**src/design/dhc_pkg.sv**
```systemverilog
// Shared types and constants for the depth-to-hue colormap.
package dhc_pkg;

	localparam int DEPTH_BITS = 14;

	// 1530 = 360*255/60 needs 11 bits, so 1530*depth fits in DEPTH_BITS+11 bits
	localparam int MUL_BITS   = 11;
	localparam int NUM_BITS   = DEPTH_BITS + MUL_BITS;
	localparam int CNT_BITS   = $clog2(NUM_BITS);

	localparam logic [MUL_BITS-1:0] HUE_MUL = MUL_BITS'(360 * 255 / 60);

	localparam logic [DEPTH_BITS-1:0] DEPTH_MAX = {DEPTH_BITS{1'b1}};
	localparam logic [DEPTH_BITS-1:0] RESET_SCALE =
		(6000 > (2 ** DEPTH_BITS) - 1) ? DEPTH_MAX : DEPTH_BITS'(6000);

	localparam logic [7:0] FULL     = 8'hFF;
	localparam logic [9:0] TWO_FULL = 10'd510;

	typedef struct packed {
		logic [DEPTH_BITS-1:0] depth_mm;
		logic                  frame_end;
	} pixel_t;

	typedef struct packed {
		logic [7:0] red;
		logic [7:0] green;
		logic [7:0] blue;
	} color_t;

	// controller to datapath
	typedef struct packed {
		logic load;
		logic step;
		logic write_out;
	} dhc_cmd_t;

	// datapath to controller
	typedef struct packed {
		logic white;
		logic out_busy;
	} dhc_status_t;

endpackage

```
**src/design/dhc_ctrl.sv**
```systemverilog
// Sequencer for the depth-to-hue colormap: accept, divide, write result.
module dhc_ctrl (
	input  logic                clk,
	input  logic                arst_n,
	input  logic                pixel_valid,
	output logic                pixel_stall,
	input  dhc_pkg::dhc_status_t status,
	output dhc_pkg::dhc_cmd_t   cmd
);
	import dhc_pkg::*;

	localparam logic [1:0] ST_IDLE = 2'd0;
	localparam logic [1:0] ST_DIV  = 2'd1;
	localparam logic [1:0] ST_DONE = 2'd2;

	logic [1:0]          state_q;
	logic [1:0]          state_d;
	logic [CNT_BITS-1:0] cnt_q;

	assign pixel_stall = (state_q != ST_IDLE);

	// next state and commands
	always_comb begin
		state_d       = state_q;
		cmd.load      = 1'b0;
		cmd.step      = 1'b0;
		cmd.write_out = 1'b0;
		unique case (state_q)
			ST_IDLE: begin
				if (pixel_valid) begin
					cmd.load = 1'b1;
					state_d  = ST_DIV;
				end
			end
			ST_DIV: begin
				if (status.white) begin
					state_d = ST_DONE;
				end else begin
					cmd.step = 1'b1;
					if (cnt_q == '0) state_d = ST_DONE;
				end
			end
			ST_DONE: begin
				if (!status.out_busy) begin
					cmd.write_out = 1'b1;
					state_d       = ST_IDLE;
				end
			end
			default: state_d = ST_IDLE;
		endcase
	end

	// state and bit counter
	always_ff @(posedge clk or negedge arst_n) begin
		if (!arst_n) begin
			state_q <= ST_IDLE;
			cnt_q   <= '0;
		end else begin
			state_q <= state_d;
			if (cmd.load) cnt_q <= CNT_BITS'(NUM_BITS - 1);
			else if (cmd.step) cnt_q <= cnt_q - 1'b1;
		end
	end

endmodule

```
**src/design/dhc_datapath.sv**
```systemverilog
// Datapath: frame scale tracking, bit-serial hue divider and sector mapping.
module dhc_datapath (
	input  logic                 clk,
	input  logic                 arst_n,
	input  dhc_pkg::pixel_t      pixel,
	input  dhc_pkg::dhc_cmd_t    cmd,
	output dhc_pkg::dhc_status_t status,
	output logic                 color_valid,
	input  logic                 color_stall,
	output dhc_pkg::color_t      color
);
	import dhc_pkg::*;

	logic [DEPTH_BITS-1:0] scale_q;
	logic [DEPTH_BITS-1:0] max_q;
	logic [DEPTH_BITS-1:0] div_q;
	logic [NUM_BITS-1:0]   num_q;
	logic [DEPTH_BITS-1:0] rem_q;
	logic [NUM_BITS-1:0]   quo_q;
	logic [8:0]            mod_q;
	logic                  white_q;
	logic                  out_valid_q;
	color_t                out_q;

	logic [DEPTH_BITS-1:0] new_max;
	logic [DEPTH_BITS:0]   trial;
	logic                  qbit;
	logic [DEPTH_BITS-1:0] rem_next;
	logic [9:0]            mod_trial;
	logic [8:0]            mod_next;
	logic [7:0]            hue_dev;
	logic [7:0]            x;
	color_t                rgb;

	assign new_max = (pixel.depth_mm > max_q) ? pixel.depth_mm : max_q;

	// one restoring division step; remainder by 510 follows the quotient bits
	always_comb begin
		trial    = {rem_q, num_q[NUM_BITS-1]};
		qbit     = (trial >= {1'b0, div_q});
		// remainder stays below the divisor, so it fits in DEPTH_BITS
		rem_next = qbit ? DEPTH_BITS'(trial - {1'b0, div_q}) : trial[DEPTH_BITS-1:0];
		mod_trial = {mod_q, qbit};
		mod_next  = (mod_trial >= TWO_FULL) ? 9'(mod_trial - TWO_FULL) : mod_trial[8:0];
	end

	// six-sector hue rule
	always_comb begin
		hue_dev = (mod_q >= 9'(FULL)) ? 8'(mod_q - 9'(FULL)) : 8'(9'(FULL) - mod_q);
		x       = FULL - hue_dev;
		priority if (white_q) begin
			rgb = '{FULL, FULL, FULL};
		end else if (quo_q < NUM_BITS'(1 * 255)) begin
			rgb = '{FULL, x, 8'd0};
		end else if (quo_q < NUM_BITS'(2 * 255)) begin
			rgb = '{x, FULL, 8'd0};
		end else if (quo_q < NUM_BITS'(3 * 255)) begin
			rgb = '{8'd0, FULL, x};
		end else if (quo_q < NUM_BITS'(4 * 255)) begin
			rgb = '{8'd0, x, FULL};
		end else if (quo_q < NUM_BITS'(5 * 255)) begin
			rgb = '{x, 8'd0, FULL};
		end else begin
			rgb = '{FULL, 8'd0, x};
		end
	end

	// frame statistics and output valid
	always_ff @(posedge clk or negedge arst_n) begin
		if (!arst_n) begin
			scale_q     <= RESET_SCALE;
			max_q       <= '0;
			out_valid_q <= 1'b0;
		end else begin
			if (cmd.load) begin
				if (pixel.frame_end) begin
					scale_q <= new_max;
					max_q   <= '0;
				end else begin
					max_q <= new_max;
				end
			end
			if (cmd.write_out) out_valid_q <= 1'b1;
			else if (!color_stall) out_valid_q <= 1'b0;
		end
	end

	// divider registers and result beat
	always_ff @(posedge clk) begin
		if (cmd.load) begin
			div_q   <= scale_q;
			white_q <= (pixel.depth_mm == '0) || (scale_q == '0);
			num_q   <= NUM_BITS'(pixel.depth_mm) * NUM_BITS'(HUE_MUL);
			rem_q   <= '0;
			quo_q   <= '0;
			mod_q   <= '0;
		end else if (cmd.step) begin
			num_q <= {num_q[NUM_BITS-2:0], 1'b0};
			rem_q <= rem_next;
			quo_q <= {quo_q[NUM_BITS-2:0], qbit};
			mod_q <= mod_next;
		end
		if (cmd.write_out) out_q <= rgb;
	end

	assign status.white    = white_q;
	assign status.out_busy = out_valid_q && color_stall;
	assign color_valid     = out_valid_q;
	assign color           = out_q;

endmodule

```
**src/design/depth_to_hue_colormap.sv**
```systemverilog
// Top level of the depth-to-hue false-color map: controller plus datapath.
//
// Each pixel beat becomes one RGB beat. The hue h = floor(1530*depth/scale) comes
// from a restoring divider that yields one quotient bit per cycle, and the next
// pixel is accepted only after the result is written to the output register; a
// result still stalled at the output delays the write and so the next acceptance.
// Pixels with depth 0, or any pixel while the scale is 0, skip the divider and
// come out white. The scale is the largest depth of the previous frame (6000
// after reset); the pixel marked frame_end is still colored with the old scale.
// One result can wait in the output register while the next pixel is accepted
// and divided.
module depth_to_hue_colormap (
	input  logic             clk,
	input  logic             arst_n,
	input  logic             pixel_valid,
	output logic             pixel_stall,
	input  dhc_pkg::pixel_t  pixel,
	output logic             color_valid,
	input  logic             color_stall,
	output dhc_pkg::color_t  color
);
	import dhc_pkg::*;

	dhc_cmd_t    cmd;
	dhc_status_t status;

	dhc_ctrl u_ctrl (
		.clk         (clk),
		.arst_n      (arst_n),
		.pixel_valid (pixel_valid),
		.pixel_stall (pixel_stall),
		.status      (status),
		.cmd         (cmd)
	);

	dhc_datapath u_datapath (
		.clk         (clk),
		.arst_n      (arst_n),
		.pixel       (pixel),
		.cmd         (cmd),
		.status      (status),
		.color_valid (color_valid),
		.color_stall (color_stall),
		.color       (color)
	);

	// a new result never overwrites one that is still waiting
	a_no_overwrite: assert property (@(posedge clk) disable iff (!arst_n)
		cmd.write_out |-> !(color_valid && color_stall))
		else $error("result written over a stalled beat");

	// loading happens only on an accepted pixel beat
	a_load_on_accept: assert property (@(posedge clk) disable iff (!arst_n)
		cmd.load |-> (pixel_valid && !pixel_stall))
		else $error("load without accepted pixel");

	// once a pixel is taken the input stalls until its result is written
	a_busy_after_accept: assert property (@(posedge clk) disable iff (!arst_n)
		(pixel_valid && !pixel_stall) |=> pixel_stall)
		else $error("input not stalled after accept");

	// the divider never steps in the same cycle the result is written
	a_step_excl: assert property (@(posedge clk) disable iff (!arst_n)
		!(cmd.step && cmd.write_out))
		else $error("divider step during result write");

endmodule

```
**config.mk**
```make
export PLATFORM = sky130hd
export DESIGN_NAME = depth_to_hue_colormap
export DESIGN_NICKNAME = d
export VERILOG_FILES = /design/src/design/dhc_pkg.sv /design/src/design/dhc_ctrl.sv /design/src/design/dhc_datapath.sv /design/src/design/depth_to_hue_colormap.sv
export SDC_FILE = /design/constraint.sdc
export NUM_CORES = 1
export LEC_CHECK = 0
export ABC_CLOCK_PERIOD_IN_PS = 4400
export BUFFER_PORTS_ARGS = -buffer_cell sky130_fd_sc_hd__buf_2
export CAP_MARGIN = 25
export CORE_ASPECT_RATIO = 1.75
export CORE_MARGIN = 5
export CORE_UTILIZATION = 68
export CTS_BUF_LIST = sky130_fd_sc_hd__clkbuf_8 sky130_fd_sc_hd__clkbuf_16
export CTS_CLUSTER_DIAMETER = 80
export DETAILED_ROUTE_END_ITERATION = 10
export PLACE_DENSITY = 0.86
export SYNTH_ARGS = -nofsm -noshare
export SYNTH_HDL_FRONTEND = slang
export SYNTH_SLANG_ARGS = --single-unit
export TNS_END_PERCENT = 5
```
**constraint.sdc**
```tcl
create_clock -name clk -period 4.4 [get_ports clk]
set_clock_uncertainty 0.05 [all_clocks]
set_input_delay 0.44 -clock clk [delete_from_list [all_inputs] [get_ports clk]]
set_output_delay 0.44 -clock clk [all_outputs]
set_load 0.1 [all_outputs]
```
[Yosys cells after proc, flatten, opt, wreduce, memory -nomap -nowiden]
Cells that the tools add are included.
Word-level totals
  bits in registers: 147
  bits of input ports: 19
  output and inout port bits: 26
  logic and storage cells: 74
Cells by class
  add/subtract/negate cells: 6
  $mul: 1
  $lt $le $gt $ge: 9
  equal/unequal tests: 6
  mux-type cells: 27
  reductions and logical operators: 11
Operators by type and width (number)
  2-to-1 mux 24 bit: 4
  < comparator 25 x 10 -> 1 bit, second input constant: 2
  2-to-1 mux 25 bit: 2
  2-to-1 mux 14 bit: 3
  zero test 14 bit: 2
  < comparator 25 x 11 -> 1 bit, second input constant: 1
  < comparator 25 x 8 -> 1 bit, second input constant: 1
  < comparator 25 x 9 -> 1 bit, second input constant: 1
  multiplier 14 x 10 -> 24 bit, second input constant: 1
  2-to-1 mux 16 bit: 1
  subtractor 8 bit, first input constant: 2
  >= comparator 15 x 14 -> 1 bit: 1
  > comparator 14 bit: 1
  subtractor 14 bit: 1
  >= comparator 10 x 9 -> 1 bit, second input constant: 1
  2-to-1 mux 5 bit: 2
  >= comparator 9 x 8 -> 1 bit, second input constant: 1
  2-to-1 mux 9 bit: 1
  subtractor 9 bit, second input constant: 1
  2-to-1 mux 1 bit: 8
  2-to-1 mux 2 bit: 4
  2-to-1 mux 8 bit: 1
  subtractor 8 bit, second input constant: 1
  case mux 2 bit (3 select lines): 1
  other kinds (14): 16

[Depth between registers and ports, before layout]
Gate-level depths: netlist of the first run.
  word-level depth: 8
  depth in mapped cells: 20
  gate-level depth less buffers: 19

[Cells and area by module]
From an unflattened synthesis of the first run, not the netlist that was laid out.
Second synthesis, totals
  cell total of the unflattened synthesis: 1088
  area total of the unflattened synthesis: 10886.7 um2
By module, submodules not included
  dhc_datapath: times used 1, cells an instance 1053, area each 10508.8 um2, sequential area each 3567.2 um2
  dhc_ctrl: times used 1, cells an instance 35, area each 377.9 um2, sequential area each 175.2 um2

[Least setup slack after synthesis of the first run]
No wires, ideal clock.
  kind: input -> register
  from: input pixel[8] in the netlist's numbering
  to: register u_datapath.num_q[23], data pin
  setup time: 0.266 ns
  arrival: 4.684 ns
  data required time: 4.084 ns
  setup slack: -0.600 ns
  stages: 17
  buffers on the path: 0
  cells stage by stage: inv_1 ha_1 fa_1 fa_1 fa_1 inv_1 fa_1 inv_1 ha_1 and2_1 a221o_1 o31ai_2 nand3b_2 nor3_1 a31oi_1 xor2_1 o21ai_1
Between the ends
  longest elaborated chain between the ends: 2
RTL lines
  start, declared: RTL line depth_to_hue_colormap.sv:17  | input dhc_pkg::pixel_t pixel,
  multiplier 14 x 10 -> 24 bit: RTL line dhc_datapath.sv:93  | num_q <= NUM_BITS'(pixel.depth_mm) * NUM_BITS'(HUE_MUL);
  2-to-1 mux 25 bit: RTL line dhc_datapath.sv:90  | if (cmd.load) begin
  end signal, assigned: RTL line dhc_datapath.sv:93
  end signal, assigned: RTL line dhc_datapath.sv:98  | num_q <= {num_q[NUM_BITS-2:0], 1'b0};
  end, declared: RTL line dhc_datapath.sv:17  | logic [NUM_BITS-1:0] num_q;
Every way passes these cells.
A chain may end at the register's enable or synchronous reset.

[Final worst setup path of the first run]
  from: input pixel[8] in the netlist's numbering
  to: register u_datapath.num_q[17], data pin
The elaborated chain is that of the path after synthesis.

==> results.py, run 1 <==
metrics = {
    "worst_setup_path": {
        "cpMostUsedCell": "fa_1",
        "path_buf_inv": 5,
        "worstSetupEndpointType": "flip-flop",
        "critPathMaxFanout": 5,
        "crit_slowest_cell": "fa_1",
        "required_ns": 4.50,
        "startpoint_type": "primary input",
        "path_class": "primary input to flip-flop",
        "cp_slowest_stage_delay_ns": 0.61,
        "cp_cell_sequence": "buf_6 -> clkinvlp_4 -> fa_1 -> inv_2 -> fa_2 -> fa_1 -> fa_1 -> inv_1 -> fa_1 -> inv_1 -> ha_2 -> or2_4 -> o22a_1 -> o31ai_4 -> nand3b_4 -> a21oi_2 -> nor2_2 -> xor2_1 -> o21ai_1",
        "crit_arrival_ns": 4.80,
        "cpLargestDelayFamily": "adder cells",
    },
    "global_routing": {
        "use_met3": 0.0396,
        "grt_pass1_vias": 9113,
        "antenna_found_initial": 0,
        "grt_max_degree": 58,
        "grt_usage": 0.290,
        "grt_pass1_wl_um": 43000,
        "globalRouteMet1Util": 0.300,
        "overflow": 0,
        "grt-busiest-layer": "met2",
        "met2_usage": 0.535,
    },
    "clocking": {
        "cts_tree": "yes",
        "cts-root-buf": "clkbuf_16",
        "numCtsBuffers": 17,
        "cts_sinks": 146,
        "cts.clk_slew.worst_paths_ns": 0.07,
        "clock_latency_ns": 0.42,
        "cts-htree-levels": 4,
        "cts.path.max_buffers": 2,
    },
    "sta": {
        "finalCriticalPeriod_ns": 4.70,
        "slew_violations": 0,
        "max_slew_margin": 0.358,
        "setup_violations": 11,
        "rsz0062_at_grt": "yes",
        "holdWs_ns": 0.0723,
        "min_period_over_period": 1.07,
        "tns_ns": -2.45,
        "fmax_ghz": 0.213,
        "layout_setup_ws_ns": -0.300,
        "hold_violations": 0,
        "worst_pin_slew_ns": 0.962,
    },
    "status": {
        "failed_checks": "negative setup slack",
        "status": "complete, but fails checks",
    },
    "layout": {
        "final_cell_mix": "inv_1, nand2_1, ha_1",
        "antenna_cells": 0,
        "drive_above_1_share": 0.188,
        "final_common_cell": "inv_1",
        "syn2layout_area_growth_pct": 17.0,
        "final_cells": 1407,
        "fin_nets": 1407,
        "fillers": 907,
    },
    "placed_design": {
        "gp_congestion": 0.903,
        "hpwl_um": 19300,
        "place_inst": 1372,
        "numPortBuffers": 44,
    },
    "pwr": {
        "power.leakage_uw": 0.00563,
        "p_per_area_mw_per_mm2": 854,
        "max-vdd-ir-drop_uv": 570,
    },
    "drt": {
        "viasPerCell": 6.13,
        "dr.pass1.iters": 6,
        "final_antenna_net_count": 0,
        "wirelength_um": 26100,
        "drc": 0,
        "wl_per_cell_um": 18.5,
        "num_vias": 8627,
        "drt_iter0_drc": 636,
    },
    "floorplan": {
        "fp.dieH_um": 175,
        "row_count": 60,
        "core_area_mm2": 0.0154,
        "start_util": 0.689,
        "dieArea_mm2": 0.0183,
        "ioPinCount": 45,
        "die_w_um": 104,
    },
    "synthesis": {
        "syn_area_mm2": 0.0106,
        "synth_ff_type": "edfxtp_1",
        "synth_warnings": 0,
        "avgSynthCellArea_um2": 9.75,
        "syn-num-nets": 1287,
        "async_flop_share": 0.247,
        "synth_seq_cells": 146,
        "yosysUniqueCellTypes": 66,
        "postSynthCellCount": 1088,
        "synth_edf_count": 63,
        "ys_seq_area_frac": 0.353,
    },
    "flow_run": {
        "max-cap-violations": 0,
    },
    "hold_path": {
        "hp-class": "primary input to asynchronous set/reset pin",
    },
}
## metal layers
metal | share of wire | wire length [µm]
met5 | 0 | 0
met4 | 0.069 | 1800
met3 | 0.042 | 1080
met2 | 0.55 | 14300
met1 | 0.34 | 8900
## final timing paths
| check | start | slack [ns] | cells past startpoint | endpoint |
|---|---|---|---|---|
| max reg2reg | u_datapath.max_q[7] | 1.45 | 11 | u_datapath.max_q[6] |
| min | arst_n | 0.07 | 1 | u_datapath.scale_q[11] |
| max in group asynchronous | arst_n | 3.70 | 1 | u_ctrl.cnt_q[3] |
| min reg2reg | u_datapath.quo_q[5] | 0.42 | 2 | u_datapath.quo_q[6] |
| max | pixel[8] | -0.30 | 19 | u_datapath.num_q[17] |
| min in group clk | color_stall | 0.23 | 3 | u_datapath.color_valid |
## synthesized netlist by cell type (all sizes together), types with 11 or more instances
cell	count	area (µm²)
buf	11	58.8
o21ai	86	430
fa	68	1360
inv	148	556
a22o	14	123
nor2b	13	88.8
o21bai	13	101
clkbuf	26	97.6
xnor2	21	184
ha	112	1400
edfxtp	63	1890
a21oi	81	409
dfrtp	29	726
nor2	60	225
xor2	24	210
dfxtp	47	941
a21o	16	120
nand2	112	420
mux2i	26	260
## through the flow
stage                     utilization  worst slack (ns)  cell area (µm²)  power, µW
after floorplan                     -            -0.349            10700       6840
after global placement          0.761            -0.669            11700       8380
after detailed placement        0.763            -0.786            11700       8710
after CTS                       0.803            -0.256            12400      10400
after global routing            0.806            -0.466            12400      11400
final                           0.806            -0.300            12400      10600
## area by class of cell
class	instances	area, µm²	area share
multi-input cells	756	6340	0.511
flip-flops and latches	146	3740	0.302
repair buffers	138	966	0.0779
inverters	149	563	0.0454
clock buffers	17	425	0.0343
well taps	186	233	0.0188
clock inverters	15	136	0.0110
## logic make-up (layout without fill, tap and decap cells)
family	Yosys count	after routing	synth area share
compound gates	259	259	0.151
fa+ha+maj	180	180	0.260
xor+xnor	45	45	0.0372
flops	146	146	0.353
mux	29	29	0.0277
buf+inv	186	319	0.0675
simple gates	243	243	0.104
## state kept, by name, summed over array words and instances, names as in the netlist
| signal | flops |
|---|---|
| u_datapath.quo_q | 24 |
| u_datapath.white_q | 1 |
| u_datapath.num_q | 24 |
| u_datapath.mod_q | 9 |
| u_datapath.scale_q | 14 |
| u_datapath.max_q | 14 |
| u_datapath.div_q | 14 |
| u_datapath.color_valid | 1 |
| u_datapath.rem_q | 14 |
| u_ctrl.cnt_q | 5 |
| u_datapath.color | 24 |
| u_ctrl.state_q | 2 |
## repair_timing
action	4_1_cts	5_1_grt
buffers inserted	1	2
resized for setup	18	9
setup endpoints to repair	12	14
endpoints found under the hold margin	0	0
hold buffers	0	0
pin swaps	23	13
## worst register-to-register path: cells and delay by family, from the launching register on
family                   cells  cell delay, ns
buffers and inverters        2            0.28
adder cells (fa/ha/maj)      1            0.28
AND/OR/NAND/NOR              1            0.08
flip-flops                   1            0.38
AO/OA/AOI/OAI                7            1.81
## where the power goes
part	leakage, µW	switching, µW	internal [µW]
combinational	0.00397	3780	3140
sequential	0.00138	283	2000
clock	0.000271	641	749
total	0.00563	4700	5890
(Power assumes the default switching activity.)
==> run 2, diff against run 1 <==
--- a/config.mk
+++ b/config.mk
@@ -10,11 +10,11 @@
 export CAP_MARGIN = 25
 export CORE_ASPECT_RATIO = 1.75
 export CORE_MARGIN = 5
-export CORE_UTILIZATION = 68
-export CTS_BUF_LIST = sky130_fd_sc_hd__clkbuf_8 sky130_fd_sc_hd__clkbuf_16
+export CORE_UTILIZATION = 69
+export CTS_BUF_LIST = sky130_fd_sc_hd__clkbuf_8
 export CTS_CLUSTER_DIAMETER = 80
 export DETAILED_ROUTE_END_ITERATION = 10
-export PLACE_DENSITY = 0.86
+export PLACE_DENSITY = 0.87
 export SYNTH_ARGS = -nofsm -noshare
 export SYNTH_HDL_FRONTEND = slang
 export SYNTH_SLANG_ARGS = --single-unit
==> run 2 against run 1 <==
Net effect:
- the flow still finishes with violations (negative setup slack)
- non-clock buffer count decreased by 1
- first-iteration DRC count decreased by 14%
- die area decreased by 1.3%
- global-route usage decreased by 1.9 points
- cell count about the same
- combinational power decreased by 2%
- flip-flop and latch count unchanged
- critical path type unchanged
==> results.py, run 2 (synthesized netlist as in run 1, its figures left out) <==
metrics = {
    "status": {
        "status": "complete, but fails checks",
        "failed_checks": "negative setup slack",
    },
    "global_routing": {
        "antenna_found_initial": 1,
        "grt_usage": 0.271,
        "grt_pass1_vias": 8711,
        "overflow": 0,
        "grt_max_degree": 58,
        "grt_pass1_wl_um": 39800,
    },
    "layout": {
        "final_common_cell": "inv_1",
        "syn2layout_area_growth_pct": 14.9,
        "fin_nets": 1406,
        "antenna_cells": 0,
        "final_cell_mix": "inv_1, nand2_1, ha_1",
        "drive_above_1_share": 0.180,
        "fillers": 950,
    },
    "drt": {
        "wirelength_um": 24200,
        "final_antenna_net_count": 0,
        "dr.pass1.iters": 5,
        "drt_iter0_drc": 544,
        "num_vias": 8228,
        "wl_per_cell_um": 17.2,
        "drc": 0,
        "viasPerCell": 5.85,
    },
    "floorplan": {
        "row_count": 60,
        "die_w_um": 104,
        "ioPinCount": 45,
        "fp.dieH_um": 174,
        "start_util": 0.696,
        "core_area_mm2": 0.0152,
        "dieArea_mm2": 0.0180,
    },
    "worst_setup_path": {
        "startpoint_type": "primary input",
        "path_class": "primary input to flip-flop",
        "critPathMaxFanout": 4,
        "required_ns": 4.53,
        "worstSetupEndpointType": "flip-flop",
        "crit_arrival_ns": 4.80,
    },
    "pwr": {
        "power.internal_uw": 5500,
        "seq_power_share": 0.227,
        "swShare": 0.450,
        "pwr-share-clk": 0.096,
        "p_per_area_mw_per_mm2": 821,
        "power.leakage_uw": 0.00552,
        "combPwrFrac": 0.677,
        "switchingPower_uw": 4490,
        "max-vdd-ir-drop_uv": 711,
    },
    "hold_path": {
        "hp-class": "primary input to asynchronous set/reset pin",
    },
    "placed_design": {
        "gp_congestion": 0.923,
        "hpwl_um": 19000,
        "numPortBuffers": 44,
        "pre_cts_slack_ns": -0.802,
    },
    "clocking": {
        "cts_tree": "yes",
        "numCtsBuffers": 17,
        "cts.clk_slew.worst_paths_ns": 0.10,
        "cts.path.max_buffers": 2,
        "cts_sinks": 146,
        "cts-root-buf": "clkbuf_8",
        "cts-htree-levels": 4,
        "clock_latency_ns": 0.45,
        "postCtsHoldBufs": 0,
    },
    "sta": {
        "hold_violations": 0,
        "setup_violations": 11,
        "holdWs_ns": 0.0446,
        "worst_pin_slew_ns": 0.939,
        "finalCriticalPeriod_ns": 4.67,
        "min_period_over_period": 1.06,
        "slew_violations": 0,
        "max_slew_margin": 0.370,
        "layout_setup_ws_ns": -0.270,
        "fmax_ghz": 0.214,
        "rsz0062_at_grt": "yes",
    },
    "flow_run": {
        "max-cap-violations": 0,
    },
}
[run 2: changes by cell type in the layout (fill, tap and decap cells not counted), sizes merged]
cell	previous run	this run
clkinv	3	4
buf	138	137
inv	157	155
clkinvlp	4	5
[run 2: final timing paths]
| check | startpoint | to | slack, ns | cells after the start |
|---|---|---|---|---|
| worst max-delay path | pixel[7] | u_datapath.num_q[18] | -0.27 | 18 |
| worst min-delay path | arst_n | u_datapath.scale_q[13] | 0.04 | 1 |
| worst max register to register | u_datapath.max_q[1] | u_datapath.max_q[3] | 1.49 | 10 |
| worst min register to register | u_datapath.quo_q[3] | u_datapath.quo_q[3] | 0.42 | 2 |
| max in group asynchronous | arst_n | u_ctrl.cnt_q[1] | 3.70 | 1 |
| min in group clk | color_stall | u_datapath.color_valid | 0.22 | 3 |
[run 2: cell type report]
class	instances	area, µm²	share of cell area
multi-input cells	756	6340	0.521
flip-flops and latches	146	3740	0.307
repair buffers	137	947	0.0777
inverters	149	563	0.0462
clock buffers	17	234	0.0192
well taps	186	233	0.0191
clock inverters	15	121	0.00996
[run 2: power groups by stage]
stage                     sequential [µW]  combinational [µW]  clock [µW]
after global placement               2260                6150           0
after floorplan                      2460                4390           0
final                                2260                6770         963
after detailed placement             2290                6450           0
after CTS                            2260                6680         962
after global routing                 2310                7480        1030
[run 2: critical path: stages]
cell     delay [ns]
buf_2          0.13
inv_1          0.17
fa_2           0.57
inv_1          0.05
fa_1           0.50
fa_1           0.43
fa_1           0.50
inv_1          0.06
fa_1           0.52
inv_2          0.05
ha_4           0.22
a21o_1         0.17
nand2_1        0.09
o21ai_2        0.08
o32a_1         0.35
a31oi_1        0.23
xor2_1         0.18
o21ai_1        0.07
[run 2: per-stage QoR]
stage | util | area (µm²) | instances | TNS (ns) | total power [µW]
2_1_floorplan | - | 10700 | 1088 | -3.14 | 6840
6_report | 0.799 | 12200 | 1406 | -1.98 | 10000
3_3_place_gp | 0.769 | 11700 | 1371 | -7.04 | 8410
5_1_grt | 0.799 | 12200 | 1406 | -3.72 | 10800
3_5_place_dp | 0.770 | 11700 | 1372 | -9.00 | 8730
4_1_cts | 0.798 | 12200 | 1405 | -1.79 | 9900
[run 2: repair_timing]
action                                 4_1_cts  5_1_grt
buffers inserted                             1        0
pin swaps                                    8        0
gates resized for setup                     14        3
endpoints found under the hold margin        0        0
setup endpoints to repair                   11       12
[run 2: metal layers]
metal  routed length, µm  global-route usage
met1                8650               0.276
met2               13100               0.511
met3                 942              0.0409
met4                1430               0.160
met5                  11                   0
==> run 3, diff against run 2 <==
--- a/config.mk
+++ b/config.mk
@@ -8,9 +8,11 @@
 export ABC_CLOCK_PERIOD_IN_PS = 4400
 export BUFFER_PORTS_ARGS = -buffer_cell sky130_fd_sc_hd__buf_2
 export CAP_MARGIN = 25
+export CELL_PAD_IN_SITES_DETAIL_PLACEMENT = 2
+export CELL_PAD_IN_SITES_GLOBAL_PLACEMENT = 2
 export CORE_ASPECT_RATIO = 1.75
 export CORE_MARGIN = 5
-export CORE_UTILIZATION = 69
+export CORE_UTILIZATION = 45
 export CTS_BUF_LIST = sky130_fd_sc_hd__clkbuf_8
 export CTS_CLUSTER_DIAMETER = 80
 export DETAILED_ROUTE_END_ITERATION = 10
==> run 3 against run 2 <==
Net effect:
- the flow still finishes with violations (negative setup slack)
- critical path depth grew 2
- critical path type unchanged
- register-to-register slack lost 0.45 ns
- maximum frequency shrank 5.2%
- setup slack lost 0.26 ns
- critical endpoint is now u_datapath.num_q[17]
==> results.py, run 3 (synthesized netlist as in run 1, its figures left out) <==
metrics = {
    "floorplan": {
        "ioPinCount": 45,
        "row_count": 74,
        "fp.dieH_um": 213,
        "die_w_um": 126,
        "core_area_mm2": 0.0233,
        "start_util": 0.455,
        "dieArea_mm2": 0.0269,
    },
    "worst_setup_path": {
        "r2r_start": "u_datapath.max_q[7]",
        "cpMostUsedCell": "fa_1",
        "required_ns": 4.55,
        "rr_endpoint": "u_datapath.max_q[8]",
        "crit_slowest_cell": "fa_1",
        "critPathMaxFanout": 5,
        "rr_worst_depth": 11,
        "path_class": "primary input to flip-flop",
        "startpoint_type": "primary input",
        "cp_cell_sequence": "buf_2 -> inv_2 -> buf_4 -> fa_1 -> inv_1 -> ha_1 -> fa_1 -> fa_1 -> inv_1 -> fa_1 -> inv_1 -> ha_4 -> and2_1 -> a221o_1 -> o31ai_4 -> nand3b_4 -> a21oi_1 -> nor2_1 -> xor2_1 -> o21ai_0",
        "crit_arrival_ns": 5.07,
        "cp_slowest_stage_delay_ns": 0.59,
        "rrSetupSlack_ns": 1.04,
        "worstSetupEndpointType": "flip-flop",
    },
    "placed_design": {
        "gp_congestion": 0.888,
        "numPortBuffers": 44,
        "hpwl_um": 31000,
        "place_inst": 1493,
    },
    "layout": {
        "final_cell_mix": "inv_1, nand2_1, ha_1",
        "syn2layout_area_growth_pct": 16.8,
        "final_common_cell": "inv_1",
        "drive_above_1_share": 0.189,
        "final_cells": 1530,
        "fillers": 2412,
        "fin_nets": 1411,
    },
    "drt": {
        "dr.pass1.iters": 5,
        "final_antenna_net_count": 0,
        "drc": 0,
        "wirelength_um": 41000,
        "drt_iter0_drc": 392,
        "viasPerCell": 5.84,
        "wl_per_cell_um": 26.8,
        "num_vias": 8932,
    },
    "hold_path": {
        "hp-class": "primary input to asynchronous set/reset pin",
    },
    "pwr": {
        "pwr-share-clk": 0.092,
        "p_per_area_mw_per_mm2": 898,
        "power.leakage_uw": 0.00557,
        "swShare": 0.484,
        "max-vdd-ir-drop_uv": 576,
        "combPwrFrac": 0.698,
        "power.internal_uw": 5740,
        "seq_power_share": 0.210,
        "switchingPower_uw": 5390,
    },
    "clocking": {
        "cts.clk_slew.worst_paths_ns": 0.09,
        "cts-htree-levels": 4,
        "cts-root-buf": "clkbuf_8",
        "numCtsBuffers": 17,
        "cts_sinks": 146,
        "clock_latency_ns": 0.49,
        "cts.path.max_buffers": 2,
        "postCtsHoldBufs": 0,
        "cts_tree": "yes",
    },
    "sta": {
        "holdWs_ns": 0.0319,
        "fmax_ghz": 0.203,
        "slew_violations": 0,
        "hold_violations": 0,
        "max_slew_margin": 0.327,
        "rsz0062_at_grt": "yes",
        "finalCriticalPeriod_ns": 4.93,
        "min_period_over_period": 1.12,
        "setup_violations": 14,
        "worst_pin_slew_ns": 1.00,
        "layout_setup_ws_ns": -0.528,
    },
    "status": {
        "failed_checks": "negative setup slack",
        "status": "complete, but fails checks",
    },
    "global_routing": {
        "grt_pass1_wl_um": 61800,
        "grt_pass1_vias": 10600,
        "overflow": 0,
        "grt_usage": 0.304,
        "grt_max_degree": 58,
        "antenna_found_initial": 0,
    },
    "flow_run": {
        "max-cap-violations": 0,
    },
}
-- run 3: worst max-delay path by stage --
| stage | slack, ns | depth (start not counted) | to | startpoint |
|---|---|---|---|---|
| 6_report | -0.53 | 20 | u_datapath.num_q[17] | pixel[5] |
| 5_1_grt | -0.65 | 18 | u_datapath.num_q[18] | pixel[8] |
| 4_1_cts | -0.48 | 19 | u_datapath.num_q[16] | pixel[8] |
| 3_5_place_dp | -1.12 | 17 | u_datapath.num_q[24] | pixel[8] |
| 3_3_place_gp | -0.73 | 17 | u_datapath.num_q[22] | pixel[8] |
| 2_1_floorplan | -0.35 | 18 | u_datapath.num_q[23] | pixel[8] |
-- run 3: critical path, delay by kind of cell --
kind	cells	cell delay, ns
and+or+nand+nor	3	0.50
AOI/OAI and AO/OA	4	0.79
buffers and inverters	6	0.54
xor gates and xnor gates	1	0.17
adders and majority gates	6	2.61
-- run 3: per-stage QoR --
step / util / instance area [µm²] / worst slack [ns] / power (µW) / setup TNS, ns
6_report: 0.531 / 12400 / -0.528 / 11100 / -5.23
3_3_place_gp: 0.510 / 11900 / -0.729 / 8730 / -8.32
4_1_cts: 0.529 / 12300 / -0.476 / 11000 / -4.75
3_5_place_dp: 0.511 / 11900 / -1.12 / 9720 / -13.86
5_1_grt: 0.531 / 12400 / -0.646 / 11800 / -6.79
2_1_floorplan: - / 10700 / -0.349 / 6840 / -3.14
-- run 3: final cells by class --
| type | count | area [µm²] | area share |
|---|---|---|---|
| diodes | 1 | 2.50 | 0.000202 |
| clock buffers | 18 | 248 | 0.0200 |
| clock inverters | 14 | 118 | 0.00949 |
| inverters | 149 | 563 | 0.0454 |
| multi-input cells | 756 | 6340 | 0.512 |
| flip-flops and latches | 146 | 3740 | 0.302 |
| well taps | 304 | 380 | 0.0307 |
| repair buffers | 142 | 995 | 0.0803 |
-- run 3: routing by layer --
layer | share of wire | track usage | up-vias
met1 | 0.33 | 0.285 | 4601
met3 | 0.022 | 0.0373 | 138
met4 | 0.064 | 0.177 | 0
met2 | 0.58 | 0.615 | 243
li1 | - | - | 3950
met5 | 0 | 0 | -
-- run 3: timing repair --
action                     CTS  global route
resized for setup           16             3
setup endpoints to repair   14            14
setup buffers                2             1
pin swaps                    9             8
cloned                       0             0
-- run 3: power groups by stage --
| stage | Combinational (µW) | Clock, µW | Sequential, µW |
|---|---|---|---|
| after global routing | 8350 | 1100 | 2370 |
| after floorplan | 4390 | 0 | 2460 |
| after CTS | 7690 | 1030 | 2330 |
| after global placement | 6450 | 0 | 2270 |
| final | 7770 | 1020 | 2340 |
| after detailed placement | 7380 | 0 | 2340 |
